**src/rtl/dec_pkg.sv**
```systemverilog
// Package with the payload types, widths and shared constants of the disk collision block.
`timescale 1ns / 1ps
package dec_pkg;

  localparam int unsigned CoordWidth = 24;
  localparam int unsigned VelWidth   = 16;
  localparam int unsigned MassWidth  = 8;
  localparam int unsigned SizeWidth  = 8;

  localparam int unsigned CompWidth  = 16;
  localparam int unsigned FactWidth  = MassWidth + 1;
  localparam int unsigned AdotWidth  = VelWidth + 18;
  localparam int unsigned DenWidth   = 42;
  localparam int unsigned QuoWidth   = VelWidth + 1;
  localparam int unsigned FrontLat   = 5;
  localparam int unsigned LaneLat    = QuoWidth + 5;

  typedef struct packed {
    logic signed [CoordWidth-1:0] a_pos_x;
    logic signed [CoordWidth-1:0] a_pos_y;
    logic signed [VelWidth-1:0]   a_vel_x;
    logic signed [VelWidth-1:0]   a_vel_y;
    logic [SizeWidth-1:0]         a_size;
    logic [MassWidth-1:0]         a_mass;
    logic signed [CoordWidth-1:0] b_pos_x;
    logic signed [CoordWidth-1:0] b_pos_y;
    logic signed [VelWidth-1:0]   b_vel_x;
    logic signed [VelWidth-1:0]   b_vel_y;
    logic [SizeWidth-1:0]         b_size;
    logic [MassWidth-1:0]         b_mass;
  } dec_in_t;

  typedef struct packed {
    logic                       hit;
    logic signed [VelWidth-1:0] a_new_vel_x;
    logic signed [VelWidth-1:0] a_new_vel_y;
    logic signed [VelWidth-1:0] b_new_vel_x;
    logic signed [VelWidth-1:0] b_new_vel_y;
  } dec_out_t;

  typedef struct packed {
    logic                       hit;
    logic                       upd;
    logic                       dot_neg;
    logic [AdotWidth-1:0]       adot;
    logic [DenWidth-1:0]        den;
    logic [CompWidth-1:0]       adx;
    logic                       dx_neg;
    logic [CompWidth-1:0]       ady;
    logic                       dy_neg;
    logic [FactWidth-1:0]       fa;
    logic [FactWidth-1:0]       fb;
    logic signed [VelWidth-1:0] avx;
    logic signed [VelWidth-1:0] avy;
    logic signed [VelWidth-1:0] bvx;
    logic signed [VelWidth-1:0] bvy;
  } dec_geo_t;

endpackage

```
**src/rtl/dec_front.sv**
```systemverilog
// Geometry front end: centres, contact test, dot product and shared denominator.
`timescale 1ns / 1ps
module dec_front (
  input  logic              clk_i,
  input  logic              en_i,
  input  dec_pkg::dec_in_t  in_i,
  output dec_pkg::dec_geo_t geo_o
);
  import dec_pkg::*;

  localparam int unsigned XW  = CoordWidth + 2;
  localparam int unsigned DvW = VelWidth + 1;
  localparam int unsigned PW  = DvW + 17;
  localparam int unsigned DotW = AdotWidth + 1;

  dec_in_t in_q;

  logic signed [XW-1:0]  dx_d, dy_d, dx_q, dy_q;
  logic [15:0]           rsum_d, rsum_q;
  logic signed [DvW-1:0] dvx_d, dvy_d, dvx_q, dvy_q;
  dec_in_t               b_q;

  logic [XW-1:0]         adx_c, ady_c;
  logic                  near_d, near_q;
  logic [31:0]           sqx_d, sqy_d, rsq_d, sqx_q, sqy_q, rsq_q;
  logic signed [PW-1:0]  px_d, py_d, px_q, py_q;
  logic [CompWidth-1:0]  adx_q, ady_q;
  logic                  dxn_q, dyn_q;
  dec_in_t               c_q;

  logic [32:0]           dist2_d, dist2_q;
  logic                  hit_d, hit_q, upd_q;
  logic signed [DotW-1:0] dot_d, dot_q;
  logic [FactWidth-1:0]  m_d, m_q;
  logic [CompWidth-1:0]  adx2_q, ady2_q;
  logic                  dxn2_q, dyn2_q;
  dec_in_t               d_q;

  dec_geo_t              geo_d, geo_q;

  always_comb begin
    dx_d = XW'(in_q.a_pos_x) + XW'({1'b0, in_q.a_size, 7'b0})
         - XW'(in_q.b_pos_x) - XW'({1'b0, in_q.b_size, 7'b0});
    dy_d = XW'(in_q.a_pos_y) + XW'({1'b0, in_q.a_size, 7'b0})
         - XW'(in_q.b_pos_y) - XW'({1'b0, in_q.b_size, 7'b0});
    rsum_d = {(9'(in_q.a_size) + 9'(in_q.b_size)), 7'b0};
    dvx_d = DvW'(in_q.a_vel_x) - DvW'(in_q.b_vel_x);
    dvy_d = DvW'(in_q.a_vel_y) - DvW'(in_q.b_vel_y);
  end

  always_comb begin
    adx_c  = dx_q[XW-1] ? XW'(-dx_q) : XW'(dx_q);
    ady_c  = dy_q[XW-1] ? XW'(-dy_q) : XW'(dy_q);
    near_d = ((dx_q != '0) || (dy_q != '0)) && (adx_c <= XW'(rsum_q))
             && (ady_c <= XW'(rsum_q));
    sqx_d  = 32'(adx_c[15:0]) * 32'(adx_c[15:0]);
    sqy_d  = 32'(ady_c[15:0]) * 32'(ady_c[15:0]);
    rsq_d  = 32'(rsum_q) * 32'(rsum_q);
    px_d   = PW'(dvx_q) * PW'($signed(dx_q[16:0]));
    py_d   = PW'(dvy_q) * PW'($signed(dy_q[16:0]));
  end

  always_comb begin
    dist2_d = 33'(sqx_q) + 33'(sqy_q);
    hit_d   = near_q && (dist2_d <= 33'(rsq_q));
    dot_d   = DotW'(px_q) + DotW'(py_q);
    m_d     = FactWidth'(c_q.a_mass) + FactWidth'(c_q.b_mass);
  end

  always_comb begin
    geo_d.hit     = hit_q;
    geo_d.upd     = upd_q;
    geo_d.dot_neg = dot_q[DotW-1];
    geo_d.adot    = dot_q[DotW-1] ? AdotWidth'(-dot_q) : AdotWidth'(dot_q);
    geo_d.den     = DenWidth'(DenWidth'(m_q) * DenWidth'(dist2_q));
    geo_d.adx     = adx2_q;
    geo_d.dx_neg  = dxn2_q;
    geo_d.ady     = ady2_q;
    geo_d.dy_neg  = dyn2_q;
    geo_d.fa      = {d_q.a_mass, 1'b0};
    geo_d.fb      = {d_q.b_mass, 1'b0};
    geo_d.avx     = d_q.a_vel_x;
    geo_d.avy     = d_q.a_vel_y;
    geo_d.bvx     = d_q.b_vel_x;
    geo_d.bvy     = d_q.b_vel_y;
  end

  always_ff @(posedge clk_i) begin
    if (en_i) begin
      in_q    <= in_i;
      dx_q    <= dx_d;
      dy_q    <= dy_d;
      rsum_q  <= rsum_d;
      dvx_q   <= dvx_d;
      dvy_q   <= dvy_d;
      b_q     <= in_q;
      near_q  <= near_d;
      sqx_q   <= sqx_d;
      sqy_q   <= sqy_d;
      rsq_q   <= rsq_d;
      px_q    <= px_d;
      py_q    <= py_d;
      adx_q   <= adx_c[15:0];
      ady_q   <= ady_c[15:0];
      dxn_q   <= dx_q[XW-1];
      dyn_q   <= dy_q[XW-1];
      c_q     <= b_q;
      dist2_q <= dist2_d;
      hit_q   <= hit_d;
      upd_q   <= hit_d && (m_d != '0);
      dot_q   <= dot_d;
      m_q     <= m_d;
      adx2_q  <= adx_q;
      ady2_q  <= ady_q;
      dxn2_q  <= dxn_q;
      dyn2_q  <= dyn_q;
      d_q     <= c_q;
      geo_q   <= geo_d;
    end
  end

  assign geo_o = geo_q;

endmodule

```
**config.mk**
```make
export PLATFORM = sky130hd
export DESIGN_NAME = dec_front
export DESIGN_NICKNAME = d
export VERILOG_FILES = /design/src/rtl/dec_pkg.sv /design/src/rtl/dec_front.sv
export SDC_FILE = /design/constraint.sdc
export NUM_CORES = 2
export LEC_CHECK = 0
export ABC_AREA = 0
export BUFFER_PORTS_ARGS = -buffer_cell sky130_fd_sc_hd__buf_2
export CAP_MARGIN = 20
export CORE_MARGIN = 2
export CORE_UTILIZATION = 45
export CTS_BUF_LIST = sky130_fd_sc_hd__clkbuf_16
export DETAILED_ROUTE_END_ITERATION = 7
export HOLD_SLACK_MARGIN = 0.15
export SLEW_MARGIN = 10
export SYNTH_ARGS = -nofsm -noshare
export SYNTH_HDL_FRONTEND = slang
export SYNTH_SLANG_ARGS = --single-unit
```
**constraint.sdc**
```tcl
create_clock -name clk_i -period 10.31 [get_ports clk_i]
set_input_delay 1.5465 -clock clk_i [delete_from_list [all_inputs] [get_ports clk_i]]
set_output_delay 1.5465 -clock clk_i [all_outputs]
set_load 0.01 [all_outputs]
```
== Word-level counts from Yosys, hierarchy flattened ==
Index checks and enable logic that the tools add are counted.

* $add $sub $neg: 15
* $mul: 6
* Divide/modulo/power cells: 0
* Magnitude comparators: 3
* Equality and inequality tests: 0
* Shift-type cells: 0
* Mux-type cells: 3
* Bitwise gates (word level): 0
* Reductions and logical operators: 8

{| class="wikitable"
|+ Operators with widths
! kind !! number
|-
| $mul 17x17->34 || 2
|-
| $mul 16x16->32 || 2
|-
| $le 26x16->1 || 2
|-
| $mux 26 || 2
|-
| $neg 26->26 || 2
|-
| $reduce_bool 26->1 || 2
|-
| $sub 25x24->26 || 2
|-
| $sub 26x15->26 || 2
|-
| $add 24x16->25 || 2
|-
| $mul 9x33->42 || 1
|-
| $add 34x34->35 || 1
|-
| $mux 34 || 1
|-
| $neg 34->34 || 1
|-
| $sub 16x16->17 || 2
|-
| $add 32x32->33 || 1
|-
| $le 33x32->1 || 1
|-
| $add 8x8->9 || 2
|-
| $mul 9x9->18 || 1
|-
| $reduce_bool 9->1 || 1
|-
| $logic_and 1x1->1 || 4
|-
| $logic_or 1x1->1 || 1
|}

* Register bits: 1,032
* Bits in latches: 0
* Memory bits (writable): 0
* Memory bits (read-only): 0
* Output and inout port bits: 195
* Word-level logic and storage cells: 104
* Memories: 0

== Longest topological paths before layout ==
* Depth after elaboration: 5
* Gate-level depth with buffers: 32

== Worst setup path before layout ==
Ideal clock, no wire load.

* Path type: reg-to-reg
* Start point: reg dx_q[9]
* End point: reg sqx_q[31], data pin
* Library setup time: 0.260 ns
* Arrival time: 7.689 ns
* Data required time: 10.050 ns
* Setup slack: 2.361 ns
* Cell stages (with the launch flop): 30
* Path buffers: 1
* Cells stage by stage: edfxtp_1 -> buf_6 -> or4_4 -> or3_4 -> nand2_1 -> xor2_1 -> clkinv_1 -> nand2_1 -> inv_1 -> fa_1 -> inv_1 -> fa_1 -> inv_1 -> fa_1 -> fa_1 -> fa_1 -> inv_1 -> fa_1 -> inv_1 -> ha_1 -> nand3_1 -> nor4_1 -> or2_2 -> nor4_1 -> o31ai_1 -> o41ai_2 -> o211a_1 -> o21bai_1 -> a21oi_1 -> xnor2_1

* Cells in the longest elaborated chain, start to end: 3

{| class="wikitable"
|+ Ends and longest elaborated chain
! element !! line !! text
|-
| start: declaration || dec_front.sv:18 || <nowiki>logic signed [XW-1:0] dx_d, dy_d, dx_q, dy_q;</nowiki>
|-
| start signal: assignment || dec_front.sv:91 || <nowiki>dx_q <= dx_d;</nowiki>
|-
| $neg 26->26 || dec_front.sv:52 || <nowiki>adx_c = dx_q[XW-1] ? XW'(-dx_q) : XW'(dx_q);</nowiki>
|-
| $mux 26 * || dec_front.sv:52 ||
|-
| $mul 16x16->32 * || dec_front.sv:56 || <nowiki>sqx_d = 32'(adx_c[15:0]) * 32'(adx_c[15:0]);</nowiki>
|-
| net sqx_d[31] || dec_front.sv:25 || <nowiki>logic [31:0] sqx_d, sqy_d, rsq_d, sqx_q, sqy_q, rsq_q;</nowiki>
|-
| end signal: assignment || dec_front.sv:98 || <nowiki>sqx_q <= sqx_d;</nowiki>
|-
| end: declaration || dec_front.sv:25 ||
|}

Mark *: on every way through the listed nets, which the timed path passes. The rest lies on a longest branch.
A chain may end at the register's enable or synchronous reset.

== Worst setup path in the final report ==
* Start point: reg dy_q[0]
* End point: reg sqy_q[31], data pin

* Cells in the longest elaborated chain, start to end: 3

{| class="wikitable"
|+ Ends and longest elaborated chain
! element !! line !! text
|-
| start: declaration || dec_front.sv:18 ||
|-
| start signal: assignment || dec_front.sv:92 || <nowiki>dy_q <= dy_d;</nowiki>
|-
| $neg 26->26 || dec_front.sv:53 || <nowiki>ady_c = dy_q[XW-1] ? XW'(-dy_q) : XW'(dy_q);</nowiki>
|-
| $mux 26 || dec_front.sv:53 ||
|-
| net ady_c[10] || dec_front.sv:23 || <nowiki>logic [XW-1:0] adx_c, ady_c;</nowiki>
|-
| $mul 16x16->32 || dec_front.sv:57 || <nowiki>sqy_d = 32'(ady_c[15:0]) * 32'(ady_c[15:0]);</nowiki>
|-
| net sqy_d[31] || dec_front.sv:25 ||
|-
| end signal: assignment || dec_front.sv:99 || <nowiki>sqy_q <= sqy_d;</nowiki>
|-
| end: declaration || dec_front.sv:25 ||
|}

The timed path passes the listed nets, and every way through them passes these cells.

==> run metrics <==
# port buffers=386; DRT antenna net count=0; GRT Total Usage=0.211; share of cells above drive strength 1=0.0829; period utilization=0.882; CP Capture Point=sqy_q[31]; CTS Buffer Depth=3; final count of hold timing violations=0; Most used DFF post-synth=edfxtp_1; f_max=110 MHz; grt total ovfl=0; CTS root buffer=clkbuf_16; run status=finished clean; most common cell in the netlist=inv_1; area delta synth->final=10.1%; global placement routability congestion=0.898; total iterations of the first detailed-routing run=6; startpoint types=flip-flop; unrepaired setup endpoints after global routing=no; setup TNS=0 ps; DRC=0; Mapped Cells=7,763; Seq cells post-synth=1,013; critical path type=reg2reg; Ys Warns=0; R2R Setup Slk=1220 ps; CTS clk-pin slew, worst paths=70 ps; worst min path class=reg2reg; register area share after synthesis=0.347; Post-Route WL=203,000 um; count of final setup violators=0; Die Height=445 um; CTS Buf Count=113; I/O pin count=389; Post-Syn Area=0.0877 mm2; post-synth top area share=0.347; share of synthesized registers carrying an async set or reset=0; initial antenna violation count=9; CTS hold repair buffers=0; capturing point of the worst reg2reg path=sqy_q[31]; Worst Tran Pin Value=1080 ps; Post-synth top cells=inv_1 (1,573), fa_1 (1,209), edfxtp_1 (1,013); DP Wirelength=162,000 um; Max-Slew Margin vs Limit=0.278; reg2reg start=dy_q[0]; largest net degree at the start of global routing=157; CP endpoint kind=flip-flop; Initial Util=0.451; Final Instance Area=0.0966 mm2; R2R depth=26; vias in the first global route=59.7k; Max Transition Viols Final=0; crit path launch=dy_q[0]; setup repair bufs after CTS=0; # Max-Cap Violations=0; EDFF count, synth=1,013; Cell variety after synth=88; total number of H-tree levels=3; syn_area_per_cell=11.3 um2; vias per cell=5.09; WP data arrival=9620 ps; cell taking the most area after synthesis=edfxtp_1; dpl cell area=0.0927 mm2; Core Footprint=0.194 mm2; post-DR wirelength/cell=18.8 um; top cells by area, synth=edfxtp_1 (35%), fa_1 (28%), ha_1 (10%); die area=0.198 mm2; Final nets=10.3k; Worst Path Max Fanout=23; Tmin final=9090 ps; clock sink total=1,013; worst path required time=10,840 ps; CTS tree=yes; # rows=162; post-CTS sizing=0; Layout Skew=45.0 ps; via count=54.8k; worst-skew pair later-pin latency=810 ps; global-route wire length before repair=325,000 um; Initial DRC Count=3,212; Die X-Extent=445 um
[layout make-up]
class                   count  area [um2]
diodes                      1        2.50
clock buffers             113        2830
clock inverters            96         943
fillers                 17400       97800
inverters                1589        5960
multi-input cells        4961       50600
flip-flops and latches   1013       30400
well taps                2542        3180
repair buffers            465        2660
[worst max-delay path, stage by stage (launching register included)]
cell	delay (ps)
edfxtp_1	670
inv_1	560
ha_1	260
nor2b_1	250
nand3_1	200
nand2_1	170
xor2_1	520
clkinv_1	640
nand2_1	310
fa_1	460
fa_1	570
fa_1	450
fa_1	560
fa_1	430
fa_1	490
inv_1	40
ha_1	350
a21oi_1	90
nor2b_1	110
a41oi_1	60
a211o_1	330
o21a_1	270
o211ai_1	400
a21oi_1	160
o31ai_1	240
a21oi_1	110
xnor2_1	130
[kinds of logic after synthesis]
| logic type | count (synthesis) | share of synthesized area |
|---|---|---|
| adder cells (fa/ha/maj) | 1925 | 0.378 |
| flip-flops | 1013 | 0.347 |
| AO/OA/AOI/OAI | 820 | 0.0604 |
| AND/OR/NAND/NOR | 1830 | 0.0992 |
| buffers and inverters | 1790 | 0.0770 |
| other | 1 | 0.0000428 |
| multiplexers | 2 | 0.000242 |
| XOR/XNOR | 382 | 0.0381 |
[routing by layer]
| layer | wire length (um) | global-route usage |
|---|---|---|
| met1 | 81200 | 0.253 |
| met4 | 9770 | 0.0981 |
| met5 | 0 | 0 |
| met3 | 7690 | 0.0265 |
| met2 | 104000 | 0.376 |
[placed cells by master, fill, tap and decap left out, types with 49 or more instances in the layout]
master	count
buf_2	385
xnor2_1	266
nor2_1	307
nand2b_1	72
nand3_1	55
xor2_1	115
a21oi_1	241
fa_1	1209
nor3_1	49
o21ai_0	168
o21bai_1	52
nand2_1	794
clkbuf_16	114
ha_1	716
and2_1	366
buf_4	68
a21o_1	113
edfxtp_1	1013
inv_1	1592
[per-stage QoR]
| step | utilization | cells | hold slack, ps | setup WS [ps] |
|---|---|---|---|---|
| 4_1_cts | 0.496 | 10800 | 378 | 1180 |
| 3_3_place_gp | 0.477 | 10600 | 400 | 1520 |
| 6_report | 0.497 | 10800 | 391 | 1220 |
| 2_1_floorplan | - | 7764 | 400 | 2360 |
| 5_1_grt | 0.497 | 10800 | 397 | 658 |
| 3_5_place_dp | 0.477 | 10600 | 405 | 1220 |
[flip-flops by register name, indices dropped and copies added (netlist names), 26 cells and up]
register,cells
c_q,80
geo_o,193
b_q,80
dx_q,26
sqy_q,31
dot_q,35
py_q,34
d_q,80
in_q,192
dist2_q,33
sqx_q,31
dy_q,26
px_q,34
[worst min-delay path by stage]
stage | start | to | depth (start not counted)
2_1_floorplan | adx_q[10] | adx2_q[10] | 0
3_3_place_gp | c_q[38] | d_q[38] | 0
3_5_place_dp | adx_q[11] | adx2_q[11] | 0
4_1_cts | adx2_q[14] | geo_o[114] | 0
5_1_grt | adx2_q[14] | geo_o[114] | 0
6_report | adx2_q[14] | geo_o[114] | 0
Power is left out: the tool's default activity adds up to more than one toggle a clock period on the data nets, which glitch-free logic cannot reach.
